$ cat config.mk
export PLATFORM = sky130hd
export DESIGN_NAME = rff_mul
export DESIGN_NICKNAME = d
export VERILOG_FILES = /design/src/design/rff_pkg.sv /design/src/design/rff_mul.sv
export SDC_FILE = /design/constraint.sdc
export NUM_CORES = 2
export LEC_CHECK = 0
export BUFFER_PORTS_ARGS = -buffer_cell sky130_fd_sc_hd__buf_4
export CAP_MARGIN = 25
export CELL_PAD_IN_SITES_DETAIL_PLACEMENT = 1
export CELL_PAD_IN_SITES_GLOBAL_PLACEMENT = 1
export CORE_AREA = 2 2 275 277
export CTS_CLUSTER_DIAMETER = 80
export DETAILED_ROUTE_END_ITERATION = 6
export DIE_AREA = 0 0 277 279
export HOLD_SLACK_MARGIN = 0.12
export PLACE_DENSITY_LB_ADDON = 0.25
export SETUP_SLACK_MARGIN = 0.05
export SLEW_MARGIN = 40
export SYNTH_ARGS = -nofsm -noshare
export SYNTH_HDL_FRONTEND = slang
export SYNTH_SLANG_ARGS = --single-unit
export TNS_END_PERCENT = 20
$ cat constraint.sdc
create_clock -name clk -period 6.8 [get_ports clk]
set_input_delay 0.34 -clock clk [delete_from_list [all_inputs] [get_ports clk]]
set_output_delay 0.34 -clock clk [all_outputs]
set_load 0.03 [all_outputs]
$ cat src/design/rff_pkg.sv
// ----------------------------------------------------------------------------
// rff_pkg
// Shared types, constants and helpers for the radial force field block.
// ----------------------------------------------------------------------------
package rff_pkg;

	localparam int FRAC_BITS = 16;
	localparam logic [30:0] ONE_Q  = 31'(1) << FRAC_BITS;
	localparam logic [30:0] RMIN_Q = ((ONE_Q / 100) != 0) ? 31'(ONE_Q / 100) : 31'(1);
	localparam logic [30:0] RADIUS_RST = 31'd65536;
	localparam logic [31:0] STRENGTH_RST = 32'd65536;

	// wide enough for velocity plus a full-size velocity change
	localparam int RES_W = 64 - FRAC_BITS + 2;

	localparam logic [2:0] REG_CENTER_X = 3'd0;
	localparam logic [2:0] REG_CENTER_Y = 3'd1;
	localparam logic [2:0] REG_CENTER_Z = 3'd2;
	localparam logic [2:0] REG_RADIUS   = 3'd3;
	localparam logic [2:0] REG_STRENGTH = 3'd4;
	localparam logic [2:0] REG_IMPULSE  = 3'd5;

	typedef enum logic [4:0] {
		ST_IDLE,
		ST_CHK,
		ST_D0,
		ST_D1,
		ST_D2,
		ST_D3,
		ST_D4,
		ST_CMP,
		ST_FALL,
		ST_MAG,
		ST_MAG2,
		ST_SQRT,
		ST_FM,
		ST_FM2,
		ST_FMW,
		ST_DV,
		ST_RES,
		ST_FIN
	} rff_state_t;

	typedef struct packed {
		logic        start;
		logic [63:0] rem;
		logic [63:0] num;
		logic [63:0] den;
		logic [6:0]  steps;
	} div_req_t;

	function automatic logic [31:0] sat32(input logic signed [RES_W-1:0] v);
		logic [31:0] r;
		if (v > $signed(RES_W'(32'sh7FFFFFFF)))
			r = 32'h7FFFFFFF;
		else if (v < -$signed(RES_W'(33'sh080000000)))
			r = 32'h80000000;
		else
			r = v[31:0];
		return r;
	endfunction

endpackage

$ cat src/design/rff_mul.sv
// ----------------------------------------------------------------------------
// rff_mul
// Shared 32x32 unsigned multiplier, product registered.
// ----------------------------------------------------------------------------
module rff_mul
	import rff_pkg::*;
(
	input  logic        clk,
	input  logic [31:0] a,
	input  logic [31:0] b,
	output logic [63:0] p_q
);

	always_ff @(posedge clk) begin
		p_q <= 64'(a) * 64'(b);
	end

endmodule

# --- Yosys cells after proc, flatten, opt, wreduce, memory -nomap -nowiden ---
# Index checks and enable logic that the tools add are counted.
totals:
  regBits: 64
  out_inout_bits: 64
  elab_cells: 2
  inputBits: 65
op_classes:
  mul: 1
ops:
  columns: ["cell", "n"]
  rows:
  - ["$mul A32 B32 Y64", 1]

# --- Longest topological paths before layout ---
logic_depth:
  ltp_word: 1
  mapped_depth: 29
  ltp_nobuf: 27

# --- Worst setup path before layout ---
# Ideal clock, no wire load.
synth_path:
  path_type: "input -> register"
  start: "input port a[25]"
  end: "register p_q[62]"
  slack_ps: -293
  cell_stages: 25
  arrival_time_ps: 7021
  path_buffers: 2
  path_cell_list: "clkbuf_1 nand2_1 fa_1 inv_1 fa_1 inv_1 fa_1 inv_1 fa_1 fa_1 fa_1 fa_1 inv_1 fa_1 inv_1 ha_1 buf_2 nand4_1 or4_1 or3_1 a31oi_1 a31o_2 a211oi_1 o21ai_1 xor2_1"
synth_between:
  elab_chain_cells: 1
synth_lines:
  columns: ["item", "line_no", "rtl"]
  rows:
  - ["start: declaration", "rff_mul.sv:9", "input logic [31:0] a,"]
  - ["$mul A32 B32 Y64", "rff_mul.sv:15", "p_q <= 64'(a) * 64'(b);"]
  - ["end signal: assignment", "rff_mul.sv:15", null]
  - ["end: declaration", "rff_mul.sv:11", "output logic [63:0] p_q"]
# No other way between the ends.

# --- Worst setup path in the final report ---
layout_path:
  start: "input port b[17]"
  end: "register p_q[58]"
layout_between:
  elab_chain_cells: 1
layout_lines:
  columns: ["item", "line_no", "rtl"]
  rows:
  - ["start: declaration", "rff_mul.sv:10", "input logic [31:0] b,"]
  - ["$mul A32 B32 Y64", "rff_mul.sv:15", null]
# No other way between the ends.

==> flow_summary.yaml <==
hold_path:
  holdCritStartpoint: "b[0]"
  hp-class: "in2reg"
  hold_depth: 3
cts:
  cts_root_buf: "clkbuf_16"
  cts_hold_buf: 0
  cts_tree: "built"
  htreeDepth: 3
  cts_buffer_depth: 2
  cts_made_buffers: 9
  cts_sinks: 64
  clk_pin_slew_worst_paths_ns: 0.06
synth:
  synth_area_per_cell_sq_um: 9.25
  synthCells: 3748
  ys_async_sr_fraction_pct: 0
  ys_ff_latch: 64
  synth.distinct_cells: 57
  syn_area_sq_um: 34700
  ys_seq_area_share_pct: 3.69
  synth_area_leader_cell: "fa_1"
  synth_top_area_share_pct: 51.7
  syn-num-nets: 4972
  ys.warnings.count: 0
  ys.flop_type: "dfxtp_1"
  synth_edf_count: 0
  synthTopCellsByArea: "fa_1, and2_1, ha_1, inv_1, nand2_1"
status:
  status: "complete, but fails checks"
  violations: "negative setup slack"
floorplan:
  die-area_sq_um: 77300
  start_util_pct: 46.8
  ios: 129
  die_x_um: 277
  fp.dieH_um: 279
  core_sq_um: 74100
  row_count: 100
global_routing:
  grt_start_max_net_pins: 24
  grt_remaining_overflow: 0
  grt_pass1_wl_mm: 172
  grt_usage_pct: 29.0
  grt_antenna_before_repair: 3
  grt_pass1_vias: 31200
placed_design:
  place_area_sq_um: 39000
  dp_slack_ns: -0.700
  place_hpwl_mm: 95.5
  port_buffers: 128
  gp_congestion: 0.885
timing:
  slew_viol_final: 0
  finalCritPeriodShare_pct: 103
  rsz0062_at_grt: "yes"
  max_slew.worst_pin.slew_ns: 0.668
  finalSetupTns_ns: -1.28
  setup_viol: 14
  min_period_ns: 6.99
  max_freq_ghz: 0.143
  whs_ns: 0.658
  slew_headroom_pct: 55.1
  worst_slack_ns: -0.190
  finalHoldViolations: 0
detailed_routing:
  drtAntennaViolNets: 0
  avgViaCountPerCell: 5.25
  num_vias: 26400
  firstDrtPassIters: 5
  routedWlPerCell_um: 21.8
  drt_iter0_markers: 1093
  drt_wl_total_mm: 110
  drc_errors: 0
final_layout:
  area_growth_pct: 17.1
  drive_gt1_share_pct: 17.6
  mostFrequentLayoutCells: "inv_1, fa_1, and2_1, nand2_1, buf_4"
  fin_area_sq_um: 40600
  reg.largest.list: "p_q x64"
  finalNetCount: 5283
  top_register: "p_q"
  largest_register_ff_count: 64
worst_setup_path:
  slowest_stage: "fa_1"
  critPathMaxFanout: 8
  path_cells: "buf_4 -> and2_4 -> fa_1 -> inv_1 -> fa_1 -> inv_2 -> fa_1 -> inv_2 -> fa_1 -> inv_2 -> fa_2 -> fa_1 -> fa_1 -> fa_1 -> ha_4 -> nand4_1 -> or4_4 -> or3_4 -> a31oi_1 -> buf_4 -> a31o_4 -> a211oi_4 -> buf_4 -> xnor2_1"
  crit_start: "b[17]"
  cp_common_cell: "fa_1"
  worst_setup_path_start_kind: "input pin"
  slowest_delay_ns: 0.59
  cp.required_ns: 7.03
  end_kind: "flop"
  critical_path_arrival_ns: 7.22
  path_class: "in2reg"
job:
  cap_viol_max_count: 0
## Yosys cell counts (4+ instances only)
library cell and n:
and3_1 14, dfxtp_1 64, o21bai_1 10, o21ai_0 21, a21oi_1 63, xnor2_1 35
inv_1 865, nand3_1 10, fa_1 896, o21ai_1 5, o21a_1 9, nor2_1 20
clkbuf_1 213, a31oi_1 12, nor3_1 7, and2_1 602, a21o_1 40, ha_1 263
xor2_1 25, nand4_1 23, nand2_1 480, a221o_1 4, buf_2 6
## layout make-up
| class | instances | area (sq um) |
|---|---|---|
| clock buffer | 9 | 225 |
| inverter | 865 | 3250 |
| sequential | 64 | 1280 |
| fill | 8458 | 33500 |
| clock inverter | 7 | 55.1 |
| timing repair buffer | 520 | 4520 |
| multi-input combinational | 2599 | 30100 |
| tap | 969 | 1210 |
| antenna | 2 | 5.00 |
## layer usage
metal  up-vias  wire length (um)  track usage (%)
met5         -                13                0
met3       252              3010             2.38
met1     14200             39600             32.3
li1      11500                 -                -
met2       572             61600             56.1
met4         2              5770             12.9
## per-stage QoR
| stage | util, % | std cells |
|---|---|---|
| 3_5_place_dp | 52.7 | 5001 |
| 5_1_grt | 54.8 | 5035 |
| 4_1_cts | 53.9 | 5024 |
| 2_1_floorplan | - | 3748 |
| 6_report | 54.8 | 5035 |
| 3_3_place_gp | 52.7 | 5001 |
## final timing paths
check	to	slack (ns)
max	p_q[58]	-0.19
min	p_q[0]	0.66
## repair_timing
| item | 4_1_cts | 5_1_grt |
|---|---|---|
| setup endpoints to repair | 25 | 29 |
| gates resized for setup | 125 | 144 |
| cloned | 0 | 2 |
| buffers inserted | 7 | 7 |
| pin swaps | 63 | 99 |
## kinds of logic (layout without fill, tap and decap cells)
| kind of cell | count (synthesis) | after routing | share of synthesized area [%] |
|---|---|---|---|
| AND/OR/NAND/NOR | 1177 | 1177 | 17.6 |
| adder cells (fa/ha/maj) | 1159 | 1159 | 61.2 |
| buffers and inverters | 1085 | 1401 | 11.8 |
| AO/OA/AOI/OAI | 202 | 202 | 4.15 |
| flip-flops | 64 | 64 | 3.69 |
| XOR/XNOR | 60 | 60 | 1.52 |
| multiplexers | 1 | 1 | 0.0289 |
| other | 0 | 2 | 0 |
## worst max-delay path: cells and delay by family
| family | cells | cell delay, ns |
|---|---|---|
| AO/OA/AOI/OAI | 3 | 0.44 |
| XOR/XNOR | 1 | 0.12 |
| adder cells (fa/ha/maj) | 9 | 4.53 |
| buffers and inverters | 7 | 0.65 |
| AND/OR/NAND/NOR | 4 | 1.16 |
Power is not shown: default switching activity piles up to over one toggle a cycle in this logic, so the estimate is an artifact.
