### src/design/rff_pkg.sv
// ----------------------------------------------------------------------------
// rff_pkg
// Shared types, constants and helpers for the radial force field block.
// ----------------------------------------------------------------------------
package rff_pkg;

	localparam int FRAC_BITS = 16;
	localparam logic [30:0] ONE_Q  = 31'(1) << FRAC_BITS;
	localparam logic [30:0] RMIN_Q = ((ONE_Q / 100) != 0) ? 31'(ONE_Q / 100) : 31'(1);
	localparam logic [30:0] RADIUS_RST = 31'd65536;
	localparam logic [31:0] STRENGTH_RST = 32'd65536;

	// wide enough for velocity plus a full-size velocity change
	localparam int RES_W = 64 - FRAC_BITS + 2;

	localparam logic [2:0] REG_CENTER_X = 3'd0;
	localparam logic [2:0] REG_CENTER_Y = 3'd1;
	localparam logic [2:0] REG_CENTER_Z = 3'd2;
	localparam logic [2:0] REG_RADIUS   = 3'd3;
	localparam logic [2:0] REG_STRENGTH = 3'd4;
	localparam logic [2:0] REG_IMPULSE  = 3'd5;

	typedef enum logic [4:0] {
		ST_IDLE,
		ST_CHK,
		ST_D0,
		ST_D1,
		ST_D2,
		ST_D3,
		ST_D4,
		ST_CMP,
		ST_FALL,
		ST_MAG,
		ST_MAG2,
		ST_SQRT,
		ST_FM,
		ST_FM2,
		ST_FMW,
		ST_DV,
		ST_RES,
		ST_FIN
	} rff_state_t;

	typedef struct packed {
		logic        start;
		logic [63:0] rem;
		logic [63:0] num;
		logic [63:0] den;
		logic [6:0]  steps;
	} div_req_t;

	function automatic logic [31:0] sat32(input logic signed [RES_W-1:0] v);
		logic [31:0] r;
		if (v > $signed(RES_W'(32'sh7FFFFFFF)))
			r = 32'h7FFFFFFF;
		else if (v < -$signed(RES_W'(33'sh080000000)))
			r = 32'h80000000;
		else
			r = v[31:0];
		return r;
	endfunction

endpackage

### src/design/rff_sqrt.sv
// ----------------------------------------------------------------------------
// rff_sqrt
// Digit-by-digit integer square root of a 64-bit value.
// ----------------------------------------------------------------------------
module rff_sqrt
	import rff_pkg::*;
(
	input  logic        clk,
	input  logic        arst_n,
	input  logic        start,
	input  logic [63:0] x,
	output logic        done_q,
	output logic [31:0] root
);

	logic [63:0] x_q;
	logic [63:0] res_q;
	logic [63:0] bit_q;
	logic [4:0]  cnt_q;
	logic        busy_q;
	logic [63:0] t;
	logic        ge;

	assign t    = res_q + bit_q;
	assign ge   = x_q >= t;
	assign root = res_q[31:0];

	always_ff @(posedge clk or negedge arst_n) begin
		if (!arst_n) begin
			busy_q <= 1'b0;
			done_q <= 1'b0;
			cnt_q  <= '0;
		end else begin
			done_q <= 1'b0;
			if (start) begin
				busy_q <= 1'b1;
				cnt_q  <= '0;
			end else if (busy_q) begin
				cnt_q <= cnt_q + 5'd1;
				if (cnt_q == 5'd31) begin
					busy_q <= 1'b0;
					done_q <= 1'b1;
				end
			end
		end
	end

	always_ff @(posedge clk) begin
		if (start) begin
			x_q   <= x;
			res_q <= '0;
			bit_q <= 64'(1) << 62;
		end else if (busy_q) begin
			if (ge) begin
				x_q   <= x_q - t;
				res_q <= (res_q >> 1) + bit_q;
			end else begin
				res_q <= res_q >> 1;
			end
			bit_q <= bit_q >> 2;
		end
	end

endmodule

### config.mk
export PLATFORM = sky130hd
export DESIGN_NAME = rff_sqrt
export DESIGN_NICKNAME = d
export VERILOG_FILES = /design/src/design/rff_pkg.sv /design/src/design/rff_sqrt.sv
export SDC_FILE = /design/constraint.sdc
export NUM_CORES = 1
export LEC_CHECK = 0
export BUFFER_PORTS_ARGS = -buffer_cell sky130_fd_sc_hd__buf_2
export CAP_MARGIN = 20
export CORE_UTILIZATION = 60
export DETAILED_ROUTE_END_ITERATION = 8
export HOLD_SLACK_MARGIN = 0.1
export PLACE_DENSITY = 0.79
export SLEW_MARGIN = 5
export SYNTH_ARGS = -nofsm -noshare
export SYNTH_HDL_FRONTEND = slang
export SYNTH_SLANG_ARGS = --single-unit
### constraint.sdc
create_clock -name clk -period 14.4 [get_ports clk]
set_input_delay 2.88 -clock clk [delete_from_list [all_inputs] [get_ports clk]]
set_output_delay 2.88 -clock clk [all_outputs]
set_load 0.02 [all_outputs]
Word-level counts from Yosys, hierarchy flattened
Index checks and enable logic that the tools add are counted.
W data, S select, Z words.
{ "word_totals": {"elab_cells": 27, "regBits": 167} }
{ "classes": {"order_cmp": 1, "addsub": 4, "mux": 12, "eq_ne": 1, "reduce_logical": 3} }
{ "ops": {"columns": ["cell", "n"], "rows": [
  ["$mux W64", 4],
  ["$add A63 B63 Y64", 1],
  ["$add A64 B63 Y64", 1],
  ["$ge A64 B64 Y1", 1],
  ["$sub A64 B64 Y64", 1],
  ["$mux W5", 2],
  ["$mux W1", 6],
  ["$add A5 B1 Y5 const B", 1],
  ["$eq A5 B5 Y1 const B", 1],
  ["$reduce_bool A2 Y1", 2],
  ["$reduce_and A2 Y1", 1]
]} }

Logic depth before layout (Yosys ltp)
Gate-level depths: netlist of the first run.
{ "logic_depth": {"depth_word": 5, "ltp_mapped": 26, "depth_no_buf": 23} }

Worst setup path before layout of the first run
No wires, ideal clock.
{ "synth_timing": {"path_type": "register to register", "startpoint": "register res_q[2]", "endpoint": "register x_q[0], enable pin", "setup_slack_ns": 4.627, "n_path_buf": 3, "arrival_time_ns": 9.198, "path_stages_with_launch": 23, "period_less_slack_ns": 9.773, "cell_sequence": "dfxtp_1 ha_1 a31oi_1 a211oi_1 a221o_1 a31o_2 a31o_1 a211o_1 and3_1 nor3_1 o21ai_1 xnor2_1 ha_1 clkbuf_1 nand4_1 nor3_1 nand3_1 a211oi_1 o31ai_1 and2_1 buf_6 buf_2 o21ai_0"} }
{ "synth_via": {"elab_chain_len": 4} }
{ "synth_lines": {"columns": ["item", "line_no", "rtl"], "rows": [
  ["start: declaration", "rff_sqrt.sv:17", "logic [63:0] res_q;"],
  ["start signal: assignment", "rff_sqrt.sv:56", "res_q <= (res_q >> 1) + bit_q;"],
  ["start signal: assignment", "rff_sqrt.sv:58", "res_q <= res_q >> 1;"],
  ["$add A64 B63 Y64", "rff_sqrt.sv:24", "assign t = res_q + bit_q;"],
  ["$ge A64 B64 Y1", "rff_sqrt.sv:25", "assign ge = x_q >= t;"],
  ["$reduce_bool A2 Y1 (no source line)", null, null],
  ["$reduce_and A2 Y1 (no source line)", null, null],
  ["end signal: assignment", "rff_sqrt.sv:55", "x_q <= x_q - t;"],
  ["end: declaration", "rff_sqrt.sv:16", "logic [63:0] x_q;"]
]} }
No other way between the ends.
A chain may end at the register's enable or synchronous reset.

Worst setup path in the final report of the first run
{ "layout_timing": {"startpoint": "register res_q[4]", "endpoint": "register x_q[43], enable pin"} }
Same word-level chain as after synthesis.

==> flow_summary.yaml, run 1 <==
status:
  outcome: "finished clean"
critical_path:
  r2r_end: "x_q[43]"
  cp_common_cell: "o21ai_0"
  slowest_delay_ps: 730
  slowest_stage: "buf_4"
  path_max_fanout: 64
  rr_startpoint: "res_q[4]"
  cp.buffers_inverters: 1
  end_kind: "flip-flop"
  crit_family: "compound AO/OA/AOI/OAI gates"
  critPathLaunch: "res_q[4]"
  crit_required_ps: 14470
  worstSetupStartpointType: "flip-flop"
  rr_worst_depth: 21
  r2r_slack_ps: 7470
  worstPathCellList: "ha_1, nand4_1, o21ai_0, a221oi_1, o21ai_0, a31oi_1, o21ai_0, a21oi_1, nor2_1, o21ai_0, xor2_1, ha_1, and4_1, or3b_1, nor3_1, nand3_1, a211oi_1, o31ai_1, and2_2, o21ai_4, buf_4"
  cp_data_arrival_time_ps: 7000
  worstSetupPathType: "flip-flop to flip-flop"
synth:
  ys_warn_count: 0
  synth_fp_nets: 2144
  synth.cell_area_sq_um: 15570
  synthCells: 1944
  synthFlopType: "dfxtp_1"
  synth.distinct_cells: 97
  synth_edf_count: 64
  async_flop_share: 0.04192
  ys_seq_area_frac: 0.2582
  synth_area_per_cell_sq_um: 8.007
  ys_ff_latch: 167
clock_network:
  cts_tree: "yes"
  postCtsHoldBufs: 0
  cts_made_buffers: 17
  h-tree-depth: 4
  clk_path_buf_depth: 2
  cts.sinks: 167
  clk_pin_slew_ps: 90
  root_buffer: "clkbuf_16"
  cts_setup_buffers: 0
  clk_latency_ps: 460
  cts_resized: 0
route:
  routed_wl_mm: 44.16
  avgViaCountPerCell: 6.498
  drtPass1Iterations: 8
  vias: 14745
  routedWlPerCell_um: 19.46
  drc: 0
  drt_iter0_markers: 1451
  ant_nets: 0
placed_design:
  place.gp.congestion: 0.9742
  io_buffer_count: 99
  hpwl_mm: 32.91
pwr:
  p_leak_nw: 6.865
  p_per_area_nw_per_um2: 192.1
  vdd_drop_max_uv: 122.0
die:
  core_area_sq_um: 25330
  ios: 100
  design.die.area_sq_um: 26590
  initial_core_util: 0.6146
  die_h_um: 163.1
  rows: 58
  die_w_um: 163.1
timing:
  max_freq_ghz: 0.1443
  rsz0062_at_grt: "no"
  setup_viol: 0
  finalCritPeriodShare: 0.4811
  fin_crit_ps: 6928
  relSlewSlack: 0.3488
  clock_skew_ps: 23.88
  worst_pin_slew_ps: 976.8
  hold_viol: 0
  setup_tns_ps: 0
  maxSlewViolCount: 0
worst_hold_path:
  min_from: "res_q[0]"
  hp-class: "flip-flop to flip-flop"
  min_to: "res_q[0]"
  whs_path_depth: 2
global_route:
  grt-ovfl-total: 0
  grt_pass1_vias: 13488
  antenna_found_initial: 0
  track_usage: 0.3356
  grt_pass1_wl_mm: 70.62
  grt_max_degree: 89
cells_and_area:
  final_common_cell: "nand2_1"
  n_antenna_cell: 0
  final_layout_size_suffix_gt1_frac: 0.1011
  layout.nets: 2126
  final_util: 0.6473
  final_cell_mix: "nand2_1, nor2_1, o21ai_0, ha_1, a21oi_1"
  area_delta_synth_final_pct: 5.321
flow_run:
  maxCapViolCount: 0
-- metal layers --
metal	routed length, um	GRT usage	up-vias	share of wire
li1	-	-	7136	-
met1	20610	0.4937	6900	0.47
met2	18890	0.5056	645	0.43
met3	3734	0.05003	64	0.085
met4	930	0.09218	0	0.021
met5	0	0	-	0
-- through the flow --
stage | power, mW | cells | worst slack (ps) | area, sq um | hold slack, ps
finish | 3.149 | 2269 | 7472 | 16390 | 508.4
global route | 3.375 | 2269 | 6902 | 16390 | 535.8
CTS | 3.094 | 2268 | 7347 | 16370 | 515.3
detailed placement | 2.602 | 2236 | 7405 | 15760 | 503.5
global placement | 2.583 | 2236 | 7668 | 15760 | 487.1
floorplan | 2.200 | 1944 | 4627 | 15570 | 477.7
-- cells in the mapped netlist, types with 7 or more instances --
master	count	share of area
inv_1	46	0.011
o21ai_1	9	0.0029
nor3_1	25	0.0080
buf_2	7	0.0023
edfxtp_1	64	0.12
a221oi_1	12	0.0068
a211oi_1	37	0.018
nand3_1	34	0.011
nand2_1	235	0.057
o21a_1	17	0.0082
a21o_1	56	0.027
nor4_1	10	0.0040
o31ai_1	12	0.0058
xor2_1	83	0.047
a21oi_1	120	0.039
dfrtp_1	7	0.011
a311oi_1	20	0.011
nand4_1	40	0.016
and3_1	17	0.0068
buf_4	33	0.016
a31oi_1	60	0.024
a31o_2	19	0.011
dfxtp_1	96	0.12
xnor2_1	74	0.042
o21ai_0	150	0.048
ha_1	132	0.11
nor2_1	188	0.045
and2_1	14	0.0056
o21bai_1	39	0.019
clkbuf_8	7	0.0062
clkbuf_1	85	0.020
or3_1	9	0.0036
nor2b_1	12	0.0048
o211ai_1	13	0.0063
mux2i_1	40	0.026
-- sequential cells by signal, indices dropped and copies added, names as in the netlist --
register,count
res_q,64
x_q,64
bit_q,32
cnt_q,5
busy_q,1
done_q,1
-- final cells by class --
| cell class | instances | area, sq um |
|---|---|---|
| multi-input cells | 1587 | 10600 |
| fillers | 2196 | 8932 |
| flip-flops and latches | 167 | 4023 |
| repair buffers | 107 | 581.8 |
| clock buffers | 19 | 464.2 |
| well taps | 330 | 412.9 |
| inverters | 46 | 172.7 |
| clock inverters | 13 | 143.9 |
-- how the worst max path moves through the flow --
stage,endpoint,slack [ps],depth (start not counted)
after floorplan,x_q[0],4630,22
after CTS,x_q[43],7350,21
after detailed placement,x_q[50],7410,21
after global placement,x_q[50],7670,21
final,x_q[43],7470,21
after global routing,x_q[43],6900,21
-- report_power, final --
part           switching, mW  internal [mW]
combinational           1.16          0.717
sequential             0.109          0.675
clock                  0.234          0.249
-- logic make-up after synthesis --
group	share of synthesized area
compound gates	0.2753
simple gates	0.1810
buf+inv	0.06189
flops	0.2582
xor+xnor	0.08834
fa+ha+maj	0.1074
mux	0.02789
-- worst register-to-register path, stage by stage (launching register included) --
cell	delay, ps
dfxtp_1	390
ha_1	390
nand4_1	120
o21ai_0	460
a221oi_1	200
o21ai_0	630
a31oi_1	210
o21ai_0	350
a21oi_1	180
nor2_1	110
o21ai_0	100
xor2_1	210
ha_1	390
and4_1	250
or3b_1	390
nor3_1	240
nand3_1	130
a211oi_1	250
o31ai_1	120
and2_2	450
o21ai_4	220
buf_4	730
No activity file was read; power rests on OpenSTA's default activity.
==> run 2: changes to the inputs <==
==> constraint.sdc (replaced) <==
create_clock -name clk -period 6.5 [get_ports clk]
set_input_delay 1.3 -clock clk [delete_from_list [all_inputs] [get_ports clk]]
set_output_delay 1.3 -clock clk [all_outputs]
set_load 0.02 [all_outputs]
==> run 2 against run 1 <==
Cell count rose by 0.44%. Via count rose by 0.48%. Power rose by 120%. Critical endpoint is now res_q[23]. Largest power group unchanged.
==> flow_summary.yaml, run 2 (synthesized netlist as in run 1, its figures left out) <==
clock_network:
  postCtsHoldBufs: 0
  clk_pin_slew_ps: 90
  cts_made_buffers: 17
  cts.sinks: 167
  h-tree-depth: 4
  clk_latency_ps: 460
  root_buffer: "clkbuf_16"
  clk_path_buf_depth: 2
  cts_tree: "yes"
timing:
  setup_ws_ps: 188.4
  finalCritPeriodShare: 0.9710
  setup_tns_ps: 0
  hold_ws_ps: 524.8
  maxSlewViolCount: 0
  max_freq_ghz: 0.1584
  hold_viol: 0
  worst_pin_slew_ps: 828.3
  relSlewSlack: 0.4464
  fin_crit_ps: 6312
  clock_skew_ps: 20.76
  setup_viol: 0
critical_path:
  path_max_fanout: 35
  rr_worst_depth: 21
  crit_required_ps: 6840
  worstSetupStartpointType: "flip-flop"
  worstSetupPathType: "flip-flop to flip-flop"
  cp_data_arrival_time_ps: 6660
  critPathLaunch: "res_q[2]"
  end_kind: "flip-flop"
  rr_startpoint: "res_q[2]"
status:
  outcome: "finished clean"
cells_and_area:
  stdcell_area_sq_um: 16510
  fill_cells: 2199
  final_common_cell: "nand2_1"
  final_cell_mix: "nand2_1, nor2_1, o21ai_0, ha_1, a21oi_1"
  final_util: 0.6519
  n_antenna_cell: 0
  area_delta_synth_final_pct: 6.068
  layout.nets: 2136
  largestRegisters: "res_q x64, x_q x64, bit_q x32"
  final_layout_size_suffix_gt1_frac: 0.1067
  stdcell_count: 2279
placed_design:
  io_buffer_count: 99
  hpwl_mm: 33.06
  post-place-ws_ps: 295.7
  dp.cells: 2247
  placedInstanceArea_sq_um: 15880
  place.gp.congestion: 0.9988
global_route:
  grt_pass1_wl_mm: 70.73
  antenna_found_initial: 0
  track_usage: 0.3347
  grt-ovfl-total: 0
  grt_pass1_vias: 13493
  grt_max_degree: 98
worst_hold_path:
  whs_path_depth: 2
  hp-class: "flip-flop to flip-flop"
  min_from: "res_q[0]"
route:
  vias: 14816
  drc: 0
  drt_iter0_markers: 1626
  routed_wl_mm: 43.92
  routedWlPerCell_um: 19.27
  ant_nets: 0
  drtPass1Iterations: 6
  avgViaCountPerCell: 6.501
die:
  design.die.area_sq_um: 26590
  ios: 100
  initial_core_util: 0.6146
  rows: 58
  core_area_sq_um: 25330
  die_h_um: 163.1
  die_w_um: 163.1
flow_run:
  maxCapViolCount: 0
pwr:
  p_per_area_nw_per_um2: 425.6
  power_mw: 7.027
  vdd_drop_max_uv: 241.0
  p_leak_nw: 6.929
[run 2: where the power goes]
group / total, mW / leakage, nW / internal, mW / switching (mW)
clock: 1.09 / 0.305 / 0.568 / 0.525
sequential: 1.72 / 1.54 / 1.49 / 0.228
combinational: 4.21 / 5.09 / 1.63 / 2.58
total: 7.03 / 6.93 / 3.69 / 3.34
[run 2: routing by layer]
layer  vias up  routed length (um)  global-route usage
li1       7145                   -                   -
met3        74                3641             0.04545
met4         0                 982             0.08709
met2       667               18580              0.4981
met5         -                   0                   0
met1      6930               20710              0.5023
[run 2: area by class of cell]
cell class	instances	area [sq um]	share of cell area
Timing Repair Buffer	117	674.4	0.04085
Clock inverter	14	181.4	0.01099
Inverter	46	172.7	0.01046
Multi-Input combinational cell	1587	10610	0.6425
Clock buffer	18	439.2	0.02660
Sequential cell	167	4023	0.2436
Tap cell	330	412.9	0.02501
[run 2: path summary, 6_finish.rpt]
path / end / slack [ps]
min reg2reg: res_q[0] / 520
min: res_q[0] / 520
max reg2reg: res_q[23] / 190
max: res_q[23] / 190
max in group asynchronous: busy_q / 5660
min in group asynchronous: cnt_q[2] / 660
[run 2: repair_timing]
action                     CTS  global route
setup endpoints to repair    0            83
gates resized for setup      0             3
buffers inserted             0             0
[run 2: critical path, cell delays in order, from the launching register on]
cell and delay, ps:
dfxtp_1 430, ha_1 300, a31oi_1 380, a211oi_2 200, a221o_1 400, a31o_2 320, a31o_1 260, a211o_1 300
and3_1 180, nor3_1 360, xor2_1 350, ha_1 390, a21o_1 210, o21bai_1 190, a21oi_1 280, o21ai_0 150
a211oi_1 330, and2_4 400, buf_12 240, nor2_1 80, xnor2_1 140, a211oi_1 280
==> run 3: changes to the inputs <==
--- a/config.mk
+++ b/config.mk
@@ -7,6 +7,7 @@
 export LEC_CHECK = 0
 export BUFFER_PORTS_ARGS = -buffer_cell sky130_fd_sc_hd__buf_2
 export CAP_MARGIN = 20
+export CORE_ASPECT_RATIO = 1.5
 export CORE_UTILIZATION = 60
 export DETAILED_ROUTE_END_ITERATION = 8
 export HOLD_SLACK_MARGIN = 0.1
==> run 3 against run 2 <==
Sequential share of layout area is 0.063 points higher. Sequential cell count stayed put. Largest power group unchanged. Non-clock buffer count is 1 higher. Critical path type unchanged. Cell count hardly changed.
==> flow_summary.yaml, run 3 (synthesized netlist as in run 1, its figures left out) <==
status:
  outcome: "finished clean"
die:
  die_h_um: 199.3
  initial_core_util: 0.6148
  rows: 71
  ios: 100
  core_area_sq_um: 25320
  die_w_um: 133.5
  design.die.area_sq_um: 26610
global_route:
  antenna_found_initial: 0
  busiest_layer: "met2"
  gr-usage-met2: 0.6539
  grt_max_degree: 85
  grt.met1_usage: 0.3431
  grt_pass1_vias: 14433
  track_usage: 0.3469
  grt-ovfl-total: 0
  grt_pass1_wl_mm: 72.27
  met3_usage: 0.05682
critical_path:
  end_kind: "flip-flop"
  r2r_slack_ps: 380
  worstSetupStartpointType: "flip-flop"
  rr_startpoint: "res_q[2]"
  cp_data_arrival_time_ps: 6490
  rr_worst_depth: 22
  worstSetupPathType: "flip-flop to flip-flop"
  crit_required_ps: 6870
  path_max_fanout: 21
  r2r_end: "res_q[31]"
clock_network:
  clk_latency_ps: 460
  postCtsHoldBufs: 0
  cts_tree: "yes"
  cts.sinks: 167
  cts_made_buffers: 17
  cts_setup_buffers: 0
  h-tree-depth: 4
  clk_path_buf_depth: 2
  root_buffer: "clkbuf_16"
  clk_pin_slew_ps: 70
timing:
  max_freq_ghz: 0.1635
  finalCritPeriodShare: 0.9409
  rsz0062_at_grt: "no"
  fin_crit_ps: 6116
  setup_viol: 0
  hold_viol: 0
  clock_skew_ps: 10.91
  worst_pin_slew_ps: 960.0
  maxSlewViolCount: 0
  hold_ws_ps: 519.3
  setup_tns_ps: 0
  relSlewSlack: 0.3600
cells_and_area:
  largestRegisters: "res_q x64, x_q x64, bit_q x32"
  area_delta_synth_final_pct: 5.795
  final_common_cell: "nand2_1"
  final_util: 0.6505
  final_layout_size_suffix_gt1_frac: 0.1062
  final_cell_mix: "nand2_1, nor2_1, o21ai_0, ha_1, a21oi_1"
  n_antenna_cell: 0
  layout.nets: 2137
route:
  drc: 0
  drt_iter0_markers: 940
  ant_nets: 0
  vias: 14740
  routed_wl_mm: 45.71
  avgViaCountPerCell: 6.471
  routedWlPerCell_um: 20.07
  drtPass1Iterations: 5
pwr:
  p_leak_nw: 6.920
  p_per_area_nw_per_um2: 427.1
  power_mw: 7.034
  vdd_drop_max_uv: 299.9
placed_design:
  hpwl_mm: 34.88
  place.gp.congestion: 0.9805
  io_buffer_count: 99
worst_hold_path:
  whs_path_depth: 2
  hp-class: "flip-flop to flip-flop"
  min_to: "res_q[0]"
  min_from: "res_q[0]"
flow_run:
  maxCapViolCount: 0
-- run 3: cell types whose count changed in the layout (fill, tap and decap cells not counted), sizes merged --
| cell | delta |
|---|---|
| buf | +1 |
| clkinv | -2 |
| clkinvlp | +1 |
| inv | +1 |
-- run 3: layout make-up --
| cell class | instances | area [sq um] |
|---|---|---|
| Timing Repair Buffer | 118 | 673.1 |
| Clock buffer | 18 | 439.2 |
| Fill cell | 2223 | 8850 |
| Inverter | 46 | 172.7 |
| Clock inverter | 14 | 153.9 |
| Sequential cell | 167 | 4023 |
| Multi-Input combinational cell | 1587 | 10600 |
| Tap cell | 328 | 410.4 |
-- run 3: routing by layer --
| metal | wire (um) | part of all wire | vias to the layer above |
|---|---|---|---|
| met2 | 24040 | 0.53 | 457 |
| li1 | - | - | 7148 |
| met5 | 0 | 0 | - |
| met3 | 1999 | 0.044 | 181 |
| met1 | 16630 | 0.36 | 6954 |
| met4 | 3050 | 0.067 | 0 |
-- run 3: report_power, final --
| part | switching (mW) | total (mW) | internal [mW] |
|---|---|---|---|
| Sequential | 0.245 | 1.74 | 1.49 |
| Combinational | 2.62 | 4.24 | 1.62 |
| Clock | 0.500 | 1.06 | 0.557 |
-- run 3: through the flow --
| stage | instance area [sq um] | std cells | setup WS (ps) |
|---|---|---|---|
| after floorplan | 15580 | 1944 | 325.8 |
| after CTS | 16460 | 2278 | 307.1 |
| final | 16470 | 2278 | 384.0 |
| after global placement | 15870 | 2246 | 584.1 |
| after global routing | 16470 | 2278 | 6.107 |
| after detailed placement | 15870 | 2246 | 360.8 |
-- run 3: worst max-delay path, stage by stage (launching register included) --
cell	delay, ps
dfxtp_1	420
ha_1	300
a31oi_1	350
a211oi_1	130
buf_4	180
a221o_1	350
a31o_2	300
a31o_1	250
a211o_1	300
and3_1	180
nor3_1	300
xor2_1	270
ha_1	370
a21o_1	210
o21bai_1	180
a21oi_1	250
o21ai_0	170
a211oi_1	370
and2_2	330
buf_4	320
nor2_1	100
xnor2_1	130
a211oi_1	240
-- run 3: how the worst max path moves through the flow --
stage,start,cells after the start,to,slack (ps)
final,res_q[2],22,res_q[31],380
after global routing,res_q[2],22,res_q[11],6
after CTS,res_q[4],23,res_q[19],310
after detailed placement,res_q[4],23,res_q[43],360
after global placement,res_q[2],22,res_q[3],580
after floorplan,res_q[2],22,x_q[0],330
-- run 3: timing repair --
action / CTS / global route
gates resized for setup: 0 / 2
endpoints found under the hold margin: 0 / 0
endpoints found under the setup margin: 0 / 16
